===== src/rtl/assert_macros.svh =====
// Assertion helpers for the envelope block.
// Both sample on aclk and stay quiet while aresetn is low.
`ifndef ASSERT_MACROS_SVH
`define ASSERT_MACROS_SVH

// Same-cycle implication.
`define ADSR_ASSERT_IMP(label, ante, cons, msg) \
    label: assert property (@(posedge aclk) disable iff (!aresetn) (ante) |-> (cons)) \
        else $error(msg);

// Next-cycle implication.
`define ADSR_ASSERT_NXT(label, ante, cons, msg) \
    label: assert property (@(posedge aclk) disable iff (!aresetn) (ante) |=> (cons)) \
        else $error(msg);

`endif


===== src/rtl/adsr_pkg.sv =====
`timescale 1ns / 1ps
`default_nettype none
package adsr_pkg;

    // Fixed field widths
    localparam int SAMPLE_BITS  = 16;
    localparam int AMP_BITS     = 16;
    localparam int QUO_BITS     = AMP_BITS;
    localparam int Q_SHIFT      = 15;
    localparam int LEN_BITS_DEF = 20;

    // Configuration port
    localparam int CFG_IDX_W  = 3;
    localparam int CFG_DATA_W = 32;

    localparam logic [CFG_IDX_W-1:0] REG_MAX_AMP = 3'd0;
    localparam logic [CFG_IDX_W-1:0] REG_SUS_AMP = 3'd1;
    localparam logic [CFG_IDX_W-1:0] REG_ATTACK  = 3'd2;
    localparam logic [CFG_IDX_W-1:0] REG_DECAY   = 3'd3;
    localparam logic [CFG_IDX_W-1:0] REG_RELEASE = 3'd4;
    localparam logic [CFG_IDX_W-1:0] REG_ALIGN   = 3'd5;

    localparam logic [AMP_BITS-1:0] MAX_AMP_RST = 16'd32768;
    localparam logic [AMP_BITS-1:0] SUS_AMP_RST = 16'd16384;

    // Input beat
    typedef struct packed {
        logic                          action;
        logic signed [SAMPLE_BITS-1:0] sample_in;
    } adsr_in_t;

    // Result beat
    typedef struct packed {
        logic signed [SAMPLE_BITS-1:0] sample_out;
        logic [AMP_BITS-1:0]           level;
        logic                          active;
    } adsr_out_t;

    // Controller to datapath commands
    typedef struct packed {
        logic capture_in;
        logic latch_trig;
        logic align_total;
        logic set_sus_end;
        logic setup_level;
        logic mul;
        logic div_load;
        logic div_step;
        logic make_level;
        logic scale;
        logic emit_env;
        logic emit_pass;
    } adsr_cmd_t;

    // Datapath to controller status
    typedef struct packed {
        logic is_trigger;
        logic pass_thru;
        logic out_free;
    } adsr_stat_t;

endpackage
`default_nettype wire


===== src/rtl/adsr_cfg.sv =====
`timescale 1ns / 1ps
`default_nettype none
module adsr_cfg
    import adsr_pkg::*;
#(
    parameter int LEN_BITS = LEN_BITS_DEF
) (
    input  wire logic                  aclk,
    input  wire logic                  aresetn,
    input  wire logic                  cfg_valid,
    output logic                       cfg_ready,
    input  wire logic [CFG_IDX_W-1:0]  cfg_index,
    input  wire logic [CFG_DATA_W-1:0] cfg_data,
    output logic [AMP_BITS-1:0]        max_amp,
    output logic [AMP_BITS-1:0]        sus_amp,
    output logic [LEN_BITS-1:0]        att_len,
    output logic [LEN_BITS-1:0]        dec_len,
    output logic [LEN_BITS-1:0]        rel_len,
    output logic                       align
);

    logic [AMP_BITS-1:0] max_amp_reg;
    logic [AMP_BITS-1:0] sus_amp_reg;
    logic [LEN_BITS-1:0] att_len_reg;
    logic [LEN_BITS-1:0] dec_len_reg;
    logic [LEN_BITS-1:0] rel_len_reg;
    logic                align_reg;

    // Always take register writes
    assign cfg_ready = 1'b1;

    // Write the addressed register, drop unknown indexes
    always_ff @(posedge aclk) begin
        if (!aresetn) begin
            max_amp_reg <= MAX_AMP_RST;
            sus_amp_reg <= SUS_AMP_RST;
            att_len_reg <= '0;
            dec_len_reg <= '0;
            rel_len_reg <= '0;
            align_reg   <= 1'b0;
        end else if (cfg_valid) begin
            case (cfg_index)
                REG_MAX_AMP: max_amp_reg <= cfg_data[AMP_BITS-1:0];
                REG_SUS_AMP: sus_amp_reg <= cfg_data[AMP_BITS-1:0];
                REG_ATTACK:  att_len_reg <= cfg_data[LEN_BITS-1:0];
                REG_DECAY:   dec_len_reg <= cfg_data[LEN_BITS-1:0];
                REG_RELEASE: rel_len_reg <= cfg_data[LEN_BITS-1:0];
                REG_ALIGN:   align_reg   <= cfg_data[0];
                default: ;
            endcase
        end
    end

    assign max_amp = max_amp_reg;
    assign sus_amp = sus_amp_reg;
    assign att_len = att_len_reg;
    assign dec_len = dec_len_reg;
    assign rel_len = rel_len_reg;
    assign align   = align_reg;

endmodule
`default_nettype wire


===== src/rtl/adsr_dp.sv =====
`timescale 1ns / 1ps
`default_nettype none
module adsr_dp
    import adsr_pkg::*;
#(
    parameter int LEN_BITS = LEN_BITS_DEF
) (
    input  wire logic                aclk,
    input  wire logic                aresetn,
    input  wire adsr_cmd_t           cmd,
    output adsr_stat_t               stat,
    input  wire adsr_in_t            s_data,
    input  wire logic [AMP_BITS-1:0] max_amp,
    input  wire logic [AMP_BITS-1:0] sus_amp,
    input  wire logic [LEN_BITS-1:0] att_len,
    input  wire logic [LEN_BITS-1:0] dec_len,
    input  wire logic [LEN_BITS-1:0] rel_len,
    input  wire logic                align,
    output logic                     m_valid,
    input  wire logic                m_ready,
    output adsr_out_t                m_data
);

    localparam int POS_W       = LEN_BITS + 3;
    localparam int NUM_W       = AMP_BITS + LEN_BITS;
    localparam int SMEAR_STEPS = $clog2(POS_W);
    localparam int SCL_W       = SAMPLE_BITS + AMP_BITS + 1;
    localparam int SHF_W       = SCL_W - Q_SHIFT;

    // Captured beat and envelope state
    adsr_in_t            in_reg;
    logic [AMP_BITS-1:0] lat_max_reg, lat_sus_reg;
    logic [LEN_BITS-1:0] lat_att_reg, lat_dec_reg, lat_rel_reg;
    logic                align_lat_reg;
    logic [LEN_BITS:0]   ad_end_reg;
    logic [POS_W-1:0]    total_reg, total_next;
    logic [POS_W-1:0]    sus_end_reg;
    logic [POS_W-1:0]    pos_reg, pos_next;
    logic                running_reg, running_next;

    // Level operands
    logic [AMP_BITS-1:0] op_a_reg, op_a_next;
    logic [LEN_BITS-1:0] op_b_reg, op_b_next;
    logic [LEN_BITS-1:0] div_reg, div_next;
    logic [AMP_BITS-1:0] base_reg, base_next;
    logic                sub_reg, sub_next;
    logic                nodiv_reg, nodiv_next;

    // Multiplier, divider and scaling
    logic [NUM_W-1:0]        prod_reg;
    logic [LEN_BITS-1:0]     rem_reg;
    logic [QUO_BITS-1:0]     quo_reg;
    logic [AMP_BITS-1:0]     level_reg, level_next;
    logic signed [SCL_W-1:0] scale_reg;
    adsr_out_t               out_reg, out_next;
    logic                    m_valid_reg, m_valid_next;

    logic [POS_W-1:0]    smear;
    logic [POS_W-1:0]    total_pow2;
    logic [LEN_BITS:0]   trial;
    logic [LEN_BITS:0]   trial_diff;
    logic                trial_ge;
    logic [QUO_BITS-1:0] quo_eff;
    logic [AMP_BITS:0]   level_sum;
    logic [SHF_W-1:0]    shifted;
    logic                fits;

    // Round the total up to a power of two by smearing the top bit down
    always_comb begin
        smear = total_reg - POS_W'(1);
        for (int i = 0; i < SMEAR_STEPS; i++) begin
            smear = smear | (smear >> (1 << i));
        end
        total_pow2 = smear + POS_W'(1);
    end

    // Pick the ramp segment and its operands
    always_comb begin
        op_a_next  = '0;
        op_b_next  = '0;
        div_next   = '0;
        base_next  = lat_sus_reg;
        sub_next   = 1'b0;
        nodiv_next = 1'b1;
        if (pos_reg <= POS_W'(lat_att_reg)) begin
            op_a_next  = lat_max_reg;
            op_b_next  = pos_reg[LEN_BITS-1:0];
            div_next   = lat_att_reg;
            base_next  = '0;
            nodiv_next = (lat_att_reg == '0);
        end else if (pos_reg <= POS_W'(ad_end_reg)) begin
            op_b_next  = pos_reg[LEN_BITS-1:0] - lat_att_reg;
            div_next   = lat_dec_reg;
            base_next  = lat_max_reg;
            nodiv_next = 1'b0;
            if (lat_sus_reg >= lat_max_reg) begin
                op_a_next = lat_sus_reg - lat_max_reg;
                sub_next  = 1'b0;
            end else begin
                op_a_next = lat_max_reg - lat_sus_reg;
                sub_next  = 1'b1;
            end
        end else if (pos_reg > sus_end_reg) begin
            op_a_next  = lat_sus_reg;
            op_b_next  = LEN_BITS'(pos_reg - sus_end_reg);
            div_next   = lat_rel_reg;
            sub_next   = 1'b1;
            nodiv_next = (lat_rel_reg == '0);
        end
    end

    // One restoring division step: one quotient bit per cycle
    assign trial      = {rem_reg, quo_reg[QUO_BITS-1]};
    assign trial_ge   = (trial >= {1'b0, div_reg});
    assign trial_diff = trial - {1'b0, div_reg};

    // Apply the ramp to its starting level
    always_comb begin
        quo_eff   = nodiv_reg ? '0 : quo_reg;
        level_sum = {1'b0, base_reg} + {1'b0, quo_eff};
        if (sub_reg) begin
            level_next = (base_reg >= quo_eff) ? (base_reg - quo_eff) : '0;
        end else begin
            level_next = level_sum[AMP_BITS-1:0];
        end
    end

    // Drop the Q1.15 fraction and saturate to the sample range
    assign shifted = scale_reg[SCL_W-1:Q_SHIFT];
    assign fits    = (shifted[SHF_W-1:SAMPLE_BITS-1] == '0)
                  || (shifted[SHF_W-1:SAMPLE_BITS-1] == '1);

    // Build the result beat
    always_comb begin
        out_next = out_reg;
        if (cmd.emit_pass) begin
            out_next.sample_out = in_reg.sample_in;
            out_next.level      = '0;
            out_next.active     = 1'b0;
        end else if (cmd.emit_env) begin
            if (fits) begin
                out_next.sample_out = shifted[SAMPLE_BITS-1:0];
            end else if (shifted[SHF_W-1]) begin
                out_next.sample_out = {1'b1, {(SAMPLE_BITS-1){1'b0}}};
            end else begin
                out_next.sample_out = {1'b0, {(SAMPLE_BITS-1){1'b1}}};
            end
            out_next.level  = level_reg;
            out_next.active = 1'b1;
        end
    end

    // Envelope control state
    always_comb begin
        total_next   = total_reg;
        pos_next     = pos_reg;
        running_next = running_reg;
        m_valid_next = m_valid_reg;
        if (cmd.latch_trig) begin
            total_next   = POS_W'(att_len) + POS_W'(dec_len) + POS_W'(rel_len);
            pos_next     = '0;
            running_next = 1'b1;
        end
        if (cmd.align_total && align_lat_reg) begin
            total_next = total_pow2;
        end
        if (cmd.emit_pass) begin
            running_next = 1'b0;
        end
        if (cmd.emit_env) begin
            pos_next = pos_reg + POS_W'(1);
        end
        if (cmd.emit_env || cmd.emit_pass) begin
            m_valid_next = 1'b1;
        end else if (m_ready) begin
            m_valid_next = 1'b0;
        end
    end

    always_ff @(posedge aclk) begin
        if (!aresetn) begin
            total_reg   <= '0;
            pos_reg     <= '0;
            running_reg <= 1'b0;
            m_valid_reg <= 1'b0;
        end else begin
            total_reg   <= total_next;
            pos_reg     <= pos_next;
            running_reg <= running_next;
            m_valid_reg <= m_valid_next;
        end
    end

    // Payload registers
    always_ff @(posedge aclk) begin
        if (cmd.capture_in) begin
            in_reg <= s_data;
        end
        if (cmd.latch_trig) begin
            lat_max_reg   <= max_amp;
            lat_sus_reg   <= sus_amp;
            lat_att_reg   <= att_len;
            lat_dec_reg   <= dec_len;
            lat_rel_reg   <= rel_len;
            align_lat_reg <= align;
            ad_end_reg    <= {1'b0, att_len} + {1'b0, dec_len};
        end
        if (cmd.set_sus_end) begin
            sus_end_reg <= total_reg - POS_W'(lat_rel_reg);
        end
        if (cmd.setup_level) begin
            op_a_reg  <= op_a_next;
            op_b_reg  <= op_b_next;
            div_reg   <= div_next;
            base_reg  <= base_next;
            sub_reg   <= sub_next;
            nodiv_reg <= nodiv_next;
        end
        if (cmd.mul) begin
            prod_reg <= op_a_reg * op_b_reg;
        end
        if (cmd.div_load) begin
            rem_reg <= prod_reg[NUM_W-1:QUO_BITS];
            quo_reg <= prod_reg[QUO_BITS-1:0];
        end else if (cmd.div_step) begin
            rem_reg <= trial_ge ? trial_diff[LEN_BITS-1:0] : trial[LEN_BITS-1:0];
            quo_reg <= {quo_reg[QUO_BITS-2:0], trial_ge};
        end
        if (cmd.make_level) begin
            level_reg <= level_next;
        end
        if (cmd.scale) begin
            scale_reg <= in_reg.sample_in * $signed({1'b0, level_reg});
        end
        out_reg <= out_next;
    end

    assign stat.is_trigger = in_reg.action;
    assign stat.pass_thru  = !running_reg || (pos_reg == total_reg);
    assign stat.out_free   = !m_valid_reg || m_ready;

    assign m_valid = m_valid_reg;
    assign m_data  = out_reg;

endmodule
`default_nettype wire


===== src/rtl/adsr_ctrl.sv =====
`timescale 1ns / 1ps
`default_nettype none
module adsr_ctrl
    import adsr_pkg::*;
(
    input  wire logic       aclk,
    input  wire logic       aresetn,
    input  wire logic       s_valid,
    output logic            s_ready,
    input  wire adsr_stat_t stat,
    output adsr_cmd_t       cmd
);

    localparam int ST_W  = 4;
    localparam int CNT_W = $clog2(QUO_BITS);

    localparam logic [ST_W-1:0] ST_IDLE   = 4'd0;
    localparam logic [ST_W-1:0] ST_DECIDE = 4'd1;
    localparam logic [ST_W-1:0] ST_ALIGN  = 4'd2;
    localparam logic [ST_W-1:0] ST_SUSEND = 4'd3;
    localparam logic [ST_W-1:0] ST_PASS   = 4'd4;
    localparam logic [ST_W-1:0] ST_MUL    = 4'd5;
    localparam logic [ST_W-1:0] ST_DLOAD  = 4'd6;
    localparam logic [ST_W-1:0] ST_DIV    = 4'd7;
    localparam logic [ST_W-1:0] ST_LEVEL  = 4'd8;
    localparam logic [ST_W-1:0] ST_SCALE  = 4'd9;
    localparam logic [ST_W-1:0] ST_EMIT   = 4'd10;

    logic [ST_W-1:0]  state_reg, state_next;
    logic [CNT_W-1:0] cnt_reg, cnt_next;

    // Sequence one beat through the datapath
    always_comb begin
        state_next = state_reg;
        cnt_next   = cnt_reg;
        cmd        = '0;
        s_ready    = 1'b0;
        case (state_reg)
            ST_IDLE: begin
                s_ready = 1'b1;
                if (s_valid) begin
                    cmd.capture_in = 1'b1;
                    state_next     = ST_DECIDE;
                end
            end
            ST_DECIDE: begin
                if (stat.is_trigger) begin
                    cmd.latch_trig = 1'b1;
                    state_next     = ST_ALIGN;
                end else if (stat.pass_thru) begin
                    state_next = ST_PASS;
                end else begin
                    cmd.setup_level = 1'b1;
                    state_next      = ST_MUL;
                end
            end
            ST_ALIGN: begin
                cmd.align_total = 1'b1;
                state_next      = ST_SUSEND;
            end
            ST_SUSEND: begin
                cmd.set_sus_end = 1'b1;
                state_next      = ST_IDLE;
            end
            ST_PASS: begin
                if (stat.out_free) begin
                    cmd.emit_pass = 1'b1;
                    state_next    = ST_IDLE;
                end
            end
            ST_MUL: begin
                cmd.mul    = 1'b1;
                state_next = ST_DLOAD;
            end
            ST_DLOAD: begin
                cmd.div_load = 1'b1;
                cnt_next     = '0;
                state_next   = ST_DIV;
            end
            ST_DIV: begin
                cmd.div_step = 1'b1;
                if (cnt_reg == CNT_W'(QUO_BITS - 1)) begin
                    cnt_next   = '0;
                    state_next = ST_LEVEL;
                end else begin
                    cnt_next = cnt_reg + CNT_W'(1);
                end
            end
            ST_LEVEL: begin
                cmd.make_level = 1'b1;
                state_next     = ST_SCALE;
            end
            ST_SCALE: begin
                cmd.scale  = 1'b1;
                state_next = ST_EMIT;
            end
            ST_EMIT: begin
                if (stat.out_free) begin
                    cmd.emit_env = 1'b1;
                    state_next   = ST_IDLE;
                end
            end
            default: begin
                state_next = ST_IDLE;
            end
        endcase
    end

    always_ff @(posedge aclk) begin
        if (!aresetn) begin
            state_reg <= ST_IDLE;
            cnt_reg   <= '0;
        end else begin
            state_reg <= state_next;
            cnt_reg   <= cnt_next;
        end
    end

endmodule
`default_nettype wire


===== src/rtl/linear_adsr_envelope_top.sv =====
`timescale 1ns / 1ps
`default_nettype none
`include "assert_macros.svh"
// Linear ADSR envelope. A beat with action set restarts the envelope from the
// amplitude and length registers as they stand then; a beat with action clear
// shapes one signed sample by the current Q1.15 level and returns one result
// beat (triggers return none). The block works on one input beat at a time
// but takes the next while a result still waits on m_ready. An enveloped
// sample goes through the multiply, the 16-step restoring divider that forms
// each ramp level, the level and scale states before the next is accepted; a
// pass-through sample and a trigger skip these. Register writes are always
// taken and act at the next trigger.
module linear_adsr_envelope_top
    import adsr_pkg::*;
#(
    parameter int LEN_BITS = LEN_BITS_DEF
) (
    input  wire logic                  aclk,
    input  wire logic                  aresetn,
    input  wire logic                  s_valid,
    output logic                       s_ready,
    input  wire adsr_in_t              s_data,
    output logic                       m_valid,
    input  wire logic                  m_ready,
    output adsr_out_t                  m_data,
    input  wire logic                  cfg_valid,
    output logic                       cfg_ready,
    input  wire logic [CFG_IDX_W-1:0]  cfg_index,
    input  wire logic [CFG_DATA_W-1:0] cfg_data
);

    adsr_cmd_t           cmd;
    adsr_stat_t          stat;
    logic [AMP_BITS-1:0] max_amp, sus_amp;
    logic [LEN_BITS-1:0] att_len, dec_len, rel_len;
    logic                align;

    adsr_cfg #(
        .LEN_BITS(LEN_BITS)
    ) u_cfg (
        .aclk      (aclk),
        .aresetn   (aresetn),
        .cfg_valid (cfg_valid),
        .cfg_ready (cfg_ready),
        .cfg_index (cfg_index),
        .cfg_data  (cfg_data),
        .max_amp   (max_amp),
        .sus_amp   (sus_amp),
        .att_len   (att_len),
        .dec_len   (dec_len),
        .rel_len   (rel_len),
        .align     (align)
    );

    adsr_ctrl u_ctrl (
        .aclk    (aclk),
        .aresetn (aresetn),
        .s_valid (s_valid),
        .s_ready (s_ready),
        .stat    (stat),
        .cmd     (cmd)
    );

    adsr_dp #(
        .LEN_BITS(LEN_BITS)
    ) u_dp (
        .aclk    (aclk),
        .aresetn (aresetn),
        .cmd     (cmd),
        .stat    (stat),
        .s_data  (s_data),
        .max_amp (max_amp),
        .sus_amp (sus_amp),
        .att_len (att_len),
        .dec_len (dec_len),
        .rel_len (rel_len),
        .align   (align),
        .m_valid (m_valid),
        .m_ready (m_ready),
        .m_data  (m_data)
    );

    // Never overwrite a result beat that is still pending
    `ADSR_ASSERT_IMP(a_emit_free, cmd.emit_env || cmd.emit_pass, !m_valid || m_ready, "result written over a pending beat")
    // Hold off new beats while one is in flight
    `ADSR_ASSERT_NXT(a_one_at_a_time, s_valid && s_ready, !s_ready, "second beat accepted while busy")
    // A result appears only after the controller emits one
    `ADSR_ASSERT_IMP(a_valid_from_emit, $rose(m_valid), $past(cmd.emit_env || cmd.emit_pass), "result valid without an emit")
    // Pass-through results carry no level
    `ADSR_ASSERT_IMP(a_pass_level, m_valid && !m_data.active, m_data.level == '0, "inactive result with nonzero level")

endmodule
`default_nettype wire

===== config.mk =====
export PLATFORM = sky130hd
export DESIGN_NAME = linear_adsr_envelope_top
export DESIGN_NICKNAME = d
export VERILOG_FILES = /design/src/rtl/adsr_pkg.sv /design/src/rtl/adsr_cfg.sv /design/src/rtl/adsr_dp.sv /design/src/rtl/adsr_ctrl.sv /design/src/rtl/linear_adsr_envelope_top.sv
export VERILOG_INCLUDE_DIRS = /design/src /design/src/rtl
export SDC_FILE = /design/constraint.sdc
export NUM_CORES = 2
export LEC_CHECK = 0
export BUFFER_PORTS_ARGS = -buffer_cell sky130_fd_sc_hd__buf_2
export CORE_MARGIN = 2
export CORE_UTILIZATION = 60
export CTS_BUF_LIST = sky130_fd_sc_hd__clkbuf_8
export DETAILED_ROUTE_END_ITERATION = 8
export PLACE_DENSITY_LB_ADDON = 0.05
export SYNTH_ARGS = -nofsm -noshare
export SYNTH_HDL_FRONTEND = slang
export SYNTH_HIERARCHICAL = 1
export SYNTH_SLANG_ARGS = --single-unit
export TNS_END_PERCENT = 30

===== constraint.sdc =====
create_clock -name aclk -period 21 [get_ports aclk]
set_clock_uncertainty 0.1 [all_clocks]
set_input_delay 0 -clock aclk [delete_from_list [all_inputs] [get_ports aclk]]
set_output_delay 0 -clock aclk [all_outputs]
set_load 0.01 [all_outputs]

==> impl_metrics.ini <==
[floorplanning]
dieWidth_um = 289.1
rows = 104
ioPinCount = 93
dieArea_mm2 = 0.08358
start_util_pct = 60.55
die_h_um = 289.1
core_area_mm2 = 0.08055

[setup_path]
crit_fanout = 17
reg2reg_depth = 22
worstReg2RegEnd = u_dp/scale_reg[32]
path_class = flip-flop to flip-flop
start_kind = flip-flop
worst_r2r_startpoint = u_dp/level_reg[11]
critPathRequiredTime_ns = 21.37
crit_path_end_kind = flip-flop
r2r_slack_ns = 13.00
worst_ep_arrival_time_ns = 8.37

[synth]
yosys_warnings = 6
synth_edf_count = 350
syn_avg_cell_area_um2 = 9.445
netlist_area_mm2 = 0.04877
synth_top_area_cell = edfxtp_1
yosysSeqAreaShare_pct = 28.36
synthesis.instances = 5164
synthFlopType = edfxtp_1
ys_types = 99
synthArstFlopShare_pct = 0
synth_nets = 6131
synth_area_leaders = edfxtp_1, fa_1, ha_1, dfxtp_1, inv_1
synth_seq_cells = 516
synth_top_area_share_pct = 21.55

[power]
seqPwrFrac_pct = 21.2
p_total_mw = 7.602
clkPwrFrac_pct = 12.7
peakVddDrop_mv = 0.2752
switching_share_pct = 45.28
power.density_mw_per_mm2 = 144.9
combPwrFrac_pct = 66.1
cell_internal_pwr_mw = 4.160
leakage_nw = 24.43
p_sw_mw = 3.442

[cells_and_area]
layout-drive-gt1-share_pct = 6.300
fin_nets = 6178
fin_area_mm2 = 0.05247
final_common_cell = inv_1
largest_reg_flops = 36
final_cell_mix = inv_1, nand2_1, fa_1
finalNonFillerCells = 6348
area_growth_pct = 7.583

[place]
placedInstanceArea_mm2 = 0.04988
dpl_worst_slack_ns = 13.16
hpwl_um = 99460
placed_cells = 6106
gp_congestion = 0.9257
portBuffers = 79

[hold_path]
min_path_type = primary input to flip-flop
worstHoldStart = cfg_data[19]
hold_end = u_cfg/rel_len[19]
hold_depth = 4

[timing]
fmax_mhz = 125.0
max-slew-margin-rel_pct = 26.35
rsz0062_at_grt = false
fin_crit_sh_pct = 38.09
setup_violations = 0
fin_tns_setup_ns = 0
final_hold_viol_count = 0
tightest_slew_ns = 1.105
setup_slack_ns = 13.00
min_period_ns = 7.999
finalMaxSlewViolations = 0

[clock_tree]
root_buffer = clkbuf_8
htree_levels = 3
cts_tree = built
cts_buffers = 91
clk_latency_ns = 0.74
cts_sinks = 516
clk_pin_slew_ns = 0.06
post_cts_buffers = 0
clockBufferDepth = 3

[drt]
drc_errors = 0
drt-vias-per-instance = 5.816
finalWirelength_um = 131700
avgRoutedWirePerCell_um = 20.75
dr.pass1.iters = 8
drt_first_iter_violations = 2586
drtAntennaViolNets = 0
vias = 36920

[global_routing]
grtUsageTotal_pct = 32.37
grt_max_degree = 103
grt-ovfl-total = 0
grt_pass1_wl_um = 207900
antenna_found_initial = 2
grt_pass1_vias = 37240

[run]
drv_cap = 0

[outcome]
status = complete, no violations
power groups by stage:
stage	logic (mW)	clock network [mW]	registers [mW]
after floorplan	3.93	0	1.54
after global placement	4.89	0	1.63
after detailed placement	4.99	0	1.63
after CTS	5.06	0.984	1.61
after global routing	5.77	1.03	1.62
final	5.02	0.966	1.61
through the flow:
step                      utilization (%)  hold slack [ns]
after floorplan                         -        -0.001131
after global placement              61.92          0.07678
after detailed placement            61.92          0.07809
after CTS                           65.14          0.06193
after global routing                65.14           0.1115
final                               65.14           0.1021
worst max-delay path: stages, from the launching register on:
cell       delay, ns
edfxtp_1        0.92
nand2_1         0.19
fa_1            0.53
fa_1            0.54
fa_1            0.53
inv_1           0.06
fa_1            0.50
fa_1            0.51
inv_1           0.06
fa_1            0.50
inv_1           0.05
ha_1            0.28
nand4_1         0.17
nor2_1          0.17
nand3_1         0.31
a2111oi_0       0.98
o211a_1         0.34
a311o_1         0.19
o2111ai_1       0.13
a21boi_0        0.35
o21a_1          0.18
nor2_1          0.05
xnor2_1         0.11
how the worst max path moves through the flow:
stage / cells past startpoint / slack [ns] / endpoint / start
after global routing: 22 / 12.50 / u_dp/scale_reg[32] / u_dp/level_reg[11]
after detailed placement: 22 / 13.16 / u_dp/scale_reg[32] / u_dp/in_reg[7]
after global placement: 22 / 13.20 / u_dp/scale_reg[32] / u_dp/level_reg[11]
after CTS: 22 / 13.08 / u_dp/scale_reg[32] / u_dp/in_reg[7]
after floorplan: 10 / 7.04 / u_dp/total_reg[19] / u_ctrl/state_reg[0]
final: 22 / 13.00 / u_dp/scale_reg[32] / u_dp/level_reg[11]
cells by family (layout without fill, tap and decap cells):
kind of cell,count (synthesis),after routing,synth area share (%)
and+or+nand+nor,1627,1627,16.11
buffers and inverters,953,1075,7.565
adders and majority gates,910,910,30.63
AOI/OAI and AO/OA,798,798,10.35
DFF,516,516,28.36
xor gates and xnor gates,189,189,3.394
muxes,170,170,3.584
other,1,3,0.007689
final cells by class:
class | instances | area [µm²]
tap | 1060 | 1326
timing repair buffer | 185 | 1386
antenna | 2 | 5.005
sequential | 516 | 13830
inverter | 722 | 2710
fill | 6790 | 28080
clock inverter | 69 | 508.0
clock buffer | 99 | 1363
multi-input combinational | 3695 | 31340
per-layer routing:
layer | vias up | GRT usage (%) | share of wire, %
met5 | - | 0 | 0.014
met4 | 2 | 15.14 | 5.1
met3 | 300 | 4.220 | 5.6
met2 | 1102 | 54.99 | 48
met1 | 18220 | 41.25 | 41
li1 | 17300 | - | -
Yosys cell counts (8+ instances only):
master,count
nand3b_1,9
fa_1,473
o21bai_1,18
xnor2_1,113
a31oi_1,58
nor3_1,69
nor2_1,300
a21o_1,68
ha_1,437
a2111oi_0,9
nand4_1,38
o31ai_1,10
a221oi_1,30
or2_2,12
o21a_1,45
inv_1,719
and2_1,274
buf_1,14
or3_1,23
dfxtp_1,166
nand3_1,75
nand2b_1,55
buf_2,13
and3_1,28
xor2_1,76
nor4_1,31
o21ai_0,160
nand2_1,622
o211ai_1,18
nor2b_1,43
clkbuf_1,191
a21oi_1,252
edfxtp_1,350
mux2i_1,133
mux2_2,36
a21boi_0,8
a211oi_1,31
repair_timing:
item	CTS	global route
hold buffers	72	0
setup endpoints to repair	0	0
resized for setup	0	0
endpoints found under the hold margin	125	0
Note: power is estimated with default switching activity, not from simulation.
